File: src/rtl/core/spbf_pkg.sv
package spbf_pkg;

	localparam int MAX_NODES_DEF    = 16;
	localparam int WEIGHT_BITS_DEF  = 16;
	localparam int NODE_FIELD_LIMIT = 16;
	localparam int NODE_W           = 4;
	localparam int CFG_W            = 5;

	localparam logic [CFG_W-1:0] NODES_RESET = 5'd16;

	localparam logic signed [31:0] DIST_MAX = 32'sh7FFF_FFFF;
	localparam logic signed [31:0] DIST_MIN = 32'sh8000_0000;

	localparam logic CMD_WRITE = 1'b0;
	localparam logic CMD_SOLVE = 1'b1;

	typedef struct packed {
		logic               cmd;
		logic [NODE_W-1:0]  from_node;
		logic [NODE_W-1:0]  to_node;
		logic signed [15:0] edge_weight;
		logic [NODE_W-1:0]  dest;
	} req_t;

	typedef struct packed {
		logic [NODE_W-1:0]  node;
		logic signed [31:0] distance;
		logic               reachable;
		logic               has_next_hop;
		logic [NODE_W-1:0]  next_hop;
		logic               last;
	} rsp_t;

	// one node record of the solver table
	typedef struct packed {
		logic signed [31:0] cost;
		logic               reach;
		logic               hop_valid;
		logic [NODE_W-1:0]  hop;
	} node_entry_t;

	typedef struct packed {
		logic mat_clear;
		logic mat_wr;
		logic node_init;
		logic init_dest;
		logic node_wb;
		logic issue;
		logic diag;
		logic acc_load;
		logic out_load;
		logic out_last;
	} dp_ctl_t;

endpackage

File: src/rtl/core/spbf_ctrl.sv
module spbf_ctrl #(
	parameter int MAX_NODES = spbf_pkg::MAX_NODES_DEF
) (
	input  logic                          clk,
	input  logic                          arst_n,
	input  logic                          cfg_we,
	input  logic [spbf_pkg::CFG_W-1:0]    cfg_wdata,
	input  logic                          req_valid,
	output logic                          req_stall,
	input  logic                          req_cmd,
	input  logic [spbf_pkg::NODE_W-1:0]   req_dest,
	input  logic                          out_free,
	output spbf_pkg::dp_ctl_t             ctl,
	output logic [$clog2(MAX_NODES*MAX_NODES)-1:0] mat_addr,
	output logic [$clog2((MAX_NODES < spbf_pkg::NODE_FIELD_LIMIT) ?
		MAX_NODES : spbf_pkg::NODE_FIELD_LIMIT)-1:0] node_raddr,
	output logic [$clog2((MAX_NODES < spbf_pkg::NODE_FIELD_LIMIT) ?
		MAX_NODES : spbf_pkg::NODE_FIELD_LIMIT)-1:0] node_waddr
);

	localparam int NODES_USED = (MAX_NODES < spbf_pkg::NODE_FIELD_LIMIT) ?
		MAX_NODES : spbf_pkg::NODE_FIELD_LIMIT;
	localparam int NIDX_W    = $clog2(NODES_USED);
	localparam int MAT_DEPTH = MAX_NODES * MAX_NODES;
	localparam int MAT_AW    = $clog2(MAT_DEPTH);
	localparam logic [MAT_AW-1:0] MAT_LAST = MAT_AW'(MAT_DEPTH - 1);

	typedef enum logic [8:0] {
		ST_CLEAR    = 9'b000000001,
		ST_IDLE     = 9'b000000010,
		ST_INIT     = 9'b000000100,
		ST_ROW_LOAD = 9'b000001000,
		ST_SWEEP    = 9'b000010000,
		ST_DRAIN    = 9'b000100000,
		ST_WB       = 9'b001000000,
		ST_OUT_READ = 9'b010000000,
		ST_OUT_PUSH = 9'b100000000
	} state_t;

	state_t                      state_q;
	logic [MAT_AW-1:0]           clr_q;
	logic [NIDX_W-1:0]           col_q;
	logic [NIDX_W-1:0]           row_q;
	logic [NIDX_W-1:0]           pass_q;
	logic [spbf_pkg::CFG_W-1:0]  cfg_q;
	logic [spbf_pkg::NODE_W-1:0] dest_q;
	logic [NIDX_W-1:0]           nlast;
	logic                        accept;
	logic                        col_end;

	// clamp the node count to 1..NODES_USED, kept as last index
	always_comb begin
		if (cfg_q == '0) begin
			nlast = '0;
		end else if (6'(cfg_q) > 6'(NODES_USED)) begin
			nlast = NIDX_W'(NODES_USED - 1);
		end else begin
			nlast = NIDX_W'(cfg_q - 5'd1);
		end
	end

	assign req_stall = (state_q != ST_IDLE);
	assign accept    = req_valid && (state_q == ST_IDLE);
	assign col_end   = (col_q == nlast);

	always_ff @(posedge clk or negedge arst_n) begin
		if (!arst_n) begin
			state_q <= ST_CLEAR;
			clr_q   <= '0;
			col_q   <= '0;
			row_q   <= '0;
			pass_q  <= '0;
			cfg_q   <= spbf_pkg::NODES_RESET;
			dest_q  <= '0;
		end else begin
			if (cfg_we) begin
				cfg_q <= cfg_wdata;
			end
			case (state_q)
				ST_CLEAR: begin
					clr_q <= clr_q + MAT_AW'(1);
					if (clr_q == MAT_LAST) begin
						state_q <= ST_IDLE;
					end
				end
				ST_IDLE: begin
					if (accept && req_cmd == spbf_pkg::CMD_SOLVE) begin
						dest_q  <= req_dest;
						col_q   <= '0;
						state_q <= ST_INIT;
					end
				end
				ST_INIT: begin
					if (col_end) begin
						col_q   <= '0;
						row_q   <= '0;
						pass_q  <= '0;
						state_q <= ST_ROW_LOAD;
					end else begin
						col_q <= col_q + NIDX_W'(1);
					end
				end
				ST_ROW_LOAD: begin
					state_q <= ST_SWEEP;
				end
				ST_SWEEP: begin
					if (col_end) begin
						col_q   <= '0;
						state_q <= ST_DRAIN;
					end else begin
						col_q <= col_q + NIDX_W'(1);
					end
				end
				ST_DRAIN: begin
					state_q <= ST_WB;
				end
				ST_WB: begin
					if (row_q == nlast) begin
						row_q <= '0;
						if (pass_q == nlast) begin
							pass_q  <= '0;
							state_q <= ST_OUT_READ;
						end else begin
							pass_q  <= pass_q + NIDX_W'(1);
							state_q <= ST_ROW_LOAD;
						end
					end else begin
						row_q   <= row_q + NIDX_W'(1);
						state_q <= ST_ROW_LOAD;
					end
				end
				ST_OUT_READ: begin
					state_q <= ST_OUT_PUSH;
				end
				ST_OUT_PUSH: begin
					if (out_free) begin
						if (col_end) begin
							col_q   <= '0;
							state_q <= ST_IDLE;
						end else begin
							col_q   <= col_q + NIDX_W'(1);
							state_q <= ST_OUT_READ;
						end
					end
				end
				default: begin
					state_q <= ST_IDLE;
				end
			endcase
		end
	end

	always_comb begin
		ctl        = '0;
		mat_addr   = '0;
		node_raddr = '0;
		node_waddr = '0;
		case (state_q)
			ST_CLEAR: begin
				ctl.mat_clear = 1'b1;
				mat_addr      = clr_q;
			end
			ST_IDLE: begin
				ctl.mat_wr = accept && (req_cmd == spbf_pkg::CMD_WRITE);
			end
			ST_INIT: begin
				ctl.node_init = 1'b1;
				ctl.init_dest = (8'(dest_q) == 8'(col_q));
				node_waddr    = col_q;
			end
			ST_ROW_LOAD: begin
				node_raddr = row_q;
			end
			ST_SWEEP: begin
				node_raddr   = col_q;
				mat_addr     = MAT_AW'(row_q) * MAT_AW'(MAX_NODES) + MAT_AW'(col_q);
				ctl.issue    = 1'b1;
				ctl.diag     = (col_q == row_q);
				ctl.acc_load = (col_q == '0);
			end
			ST_WB: begin
				ctl.node_wb = 1'b1;
				node_waddr  = row_q;
			end
			ST_OUT_READ: begin
				node_raddr = col_q;
			end
			ST_OUT_PUSH: begin
				node_raddr   = col_q;
				ctl.out_load = out_free;
				ctl.out_last = col_end;
			end
			default: begin
				ctl = '0;
			end
		endcase
	end

endmodule

File: config.mk
export PLATFORM = sky130hd
export DESIGN_NAME = spbf_ctrl
export DESIGN_NICKNAME = d
export VERILOG_FILES = /design/src/rtl/core/spbf_pkg.sv /design/src/rtl/core/spbf_ctrl.sv
export SDC_FILE = /design/constraint.sdc
export NUM_CORES = 1
export LEC_CHECK = 0
export BUFFER_PORTS_ARGS = -buffer_cell sky130_fd_sc_hd__buf_4
export CAP_MARGIN = 10
export CORE_ASPECT_RATIO = 2
export CORE_UTILIZATION = 25
export CTS_BUF_LIST = sky130_fd_sc_hd__clkbuf_8
export CTS_CLUSTER_SIZE = 25
export DETAILED_ROUTE_END_ITERATION = 12
export PLACE_DENSITY = 0.45
export SYNTH_ARGS = -nofsm -noshare
export SYNTH_HDL_FRONTEND = slang
export SYNTH_SLANG_ARGS = --single-unit
File: constraint.sdc
create_clock -name clk -period 3 [get_ports clk]
set_input_delay 0.45 -clock clk [delete_from_list [all_inputs] [get_ports clk]]
set_output_delay 0.45 -clock clk [all_outputs]
set_load 0.005 [all_outputs]
==> out/results.ini <==
[status]
status=finished clean

[pwr]
power_frac_seq=0.358
finalPower_mw=1.94
power_density_nw_per_um2=603
p_switching_uw=702
comb_power_share=0.363
p_int_mw=1.24
vdd_drop_max_v=0.000228
p_leak_nw=1.38
pwr-share-clk=0.278
swShare=0.362

[drt]
finalWirelength_um=7800
final_antenna_net_count=0
drc=0
drt_iter0_markers=135
wl_per_cell_um=16.8
first_pass_iters=4
vias=2343
vias_per_cell=5.04

[sta]
timing.fmax_mhz=347
final.min_clock_period_ns=2.88
relSlewSlack=0.444
fin_crit_sh=0.960
tightest_slew_ns=0.821
hold-worst-slack_ns=0.107
drv_slew=0
hold_viol_final=0
tns_ns=0
finClkSkew_ns=0.0181
fin_ws_ns=0.121
setup_viol=0
rsz0062_at_grt=false

[cells_and_area]
final_cell_mix=buf_4 (48), dfrtp_1 (36), nand2_1 (32), o21ai_0 (23), xnor2_1 (22)
final_net_count=350
area_growth_pct=22.9
antennaDiodeCount=0
final_common_cell=buf_4
final_util=0.317
drive_gt1_frac=0.255
design_area_um2=3220
instances_no_fill=465

[synthesis]
ys_types=66
synth_edf_count=0
syn-num-nets=314
netlist_area_um2=2620
async_reset_ff_frac=1.00
ys.flop_type=dfrtp_1
ys_warn_count=0
synth_seq_area_share=0.364
synth-seq-cells=38
syn_inst=293
syn_area_per_cell_um2=8.93

[floorplan]
die_y_um=147
die_w_um=74.4
start_util=0.258
die_area_um2=10900
io_pins=42
rows=52
core_region_area_um2=10100

[worst_setup_path]
crit_chain=inv_1 > ha_2 > or2b_1 > a2111oi_0 > a311o_1 > nor4_4 > nor2b_4 > buf_4
cp.arrival_ns=2.43
critPathMaxStageDelay_ns=0.52
worst_setup_path_start_kind=flop
setup.worst_path.class=reg2out
worst_path_max_delay_cell=a2111oi_0
crit_fanout=7
required_ns=2.55
critPathCaptureType=output port

[job]
cap_viol_max_count=0

[placed_design]
hpwl_um=6070
dp_slack_ns=0.280
place_area_um2=3060
dpl.cell_count=456
numPortBuffers=41
place_congestion=0.840

[clocking]
cts_max_level=2
cts_max_path_buffers=2
cts_root_buffer=clkbuf_8
clock_sinks=38
cts_made_buffers=5
clkTransAtPathRegs_ns=0.09
clk-insertion-delay-late_ns=0.31
postCtsHoldBufs=0
cts_tree=done

[global_routing]
grt_pass1_vias=2354
grt-ovfl-total=0
grt_usage=0.155
grt_pass1_wl_um=12500
antenna_found_initial=0
grt_max_degree=39

[hold_path]
worstHoldPathType=in2async

power by group through the flow:
stage          sequential (mW)  combinational, mW  clock (mW)
5_1_grt                  0.711              0.780       0.578
2_1_floorplan            0.629              0.557           0
3_3_place_gp             0.704              0.705           0
3_5_place_dp             0.706              0.705           0
6_report                 0.696              0.705       0.540
4_1_cts                  0.696              0.708       0.564
metal layers:
metal  wire length [um]  part of all wire  GRT usage
met5                  0                 0          0
met3                259             0.033     0.0185
met1               2790              0.36      0.158
met2               4550              0.58      0.295
met4                204             0.026     0.0745
repair_timing:
item	CTS	global route
gates resized for setup	1	2
setup endpoints to repair	1	1
pin swaps	0	0
setup buffers	0	1
endpoints found under the hold margin	0	0
final timing paths:
kind | cells after the start | start | slack (ns) | end
max | 8 | cfg_q[1] | 0.12 | ctl[0]
min | 1 | arst_n | 0.11 | pass_q[2]
max reg2reg | 10 | cfg_q[1] | 0.27 | pass_q[2]
min reg2reg | 1 | clr_q[7] | 0.51 | clr_q[7]
max in group asynchronous | 1 | arst_n | 2.50 | col_q[3]
min in group clk | 3 | cfg_wdata[1] | 0.35 | cfg_q[1]
critical path: cells and delay by family, from the launching register on:
kind / cells / cell delay, ns
simple gates: 3 / 0.48
compound gates: 2 / 0.76
flops: 1 / 0.41
fa+ha+maj: 1 / 0.24
buf+inv: 2 / 0.24
flip-flops by register name (all words and copies together), names as in the netlist:
name     cells
row_q        4
clr_q        8
cfg_q        5
col_q        4
pass_q       4
state_q      9
dest_q       4
kinds of logic after synthesis:
family	Yosys count	synth area share
buf+inv	37	0.0578
flops	38	0.364
xor+xnor	28	0.0966
compound gates	64	0.174
fa+ha+maj	7	0.0339
mux	7	0.0315
simple gates	112	0.242
final cells by class:
type / instances / area, um^2
well taps: 135 / 169
clock inverters: 3 / 68.8
multi-input cells: 218 / 1530
clock buffers: 5 / 68.8
fillers: 1135 / 6930
flip-flops and latches: 38 / 953
repair buffers: 48 / 360
inverters: 18 / 67.6
synthesized netlist by cell type (all sizes together) (2+ instances only):
master / n / area share
buf: 4 / 0.011
o31ai: 3 / 0.014
dfstp: 2 / 0.020
a22o: 8 / 0.027
nor2b: 2 / 0.0048
xor2: 5 / 0.017
clkbuf: 15 / 0.022
nand3: 10 / 0.019
nand2b: 6 / 0.017
or2: 3 / 0.0072
nand4: 5 / 0.012
a21oi: 4 / 0.0091
nor3b: 2 / 0.010
and2: 2 / 0.0048
nand2: 32 / 0.046
ha: 6 / 0.029
mux2: 7 / 0.032
nor4: 5 / 0.018
a31oi: 4 / 0.0096
xnor2: 23 / 0.080
nor3: 6 / 0.011
inv: 18 / 0.026
o21ai: 24 / 0.047
and4: 3 / 0.010
nand3b: 3 / 0.0086
nor2: 19 / 0.027
o22ai: 4 / 0.0096
nor4b: 2 / 0.0091
dfrtp: 36 / 0.34
a2111oi: 4 / 0.014
and3: 5 / 0.012
or4: 2 / 0.0072
(Power assumes the default switching activity.)
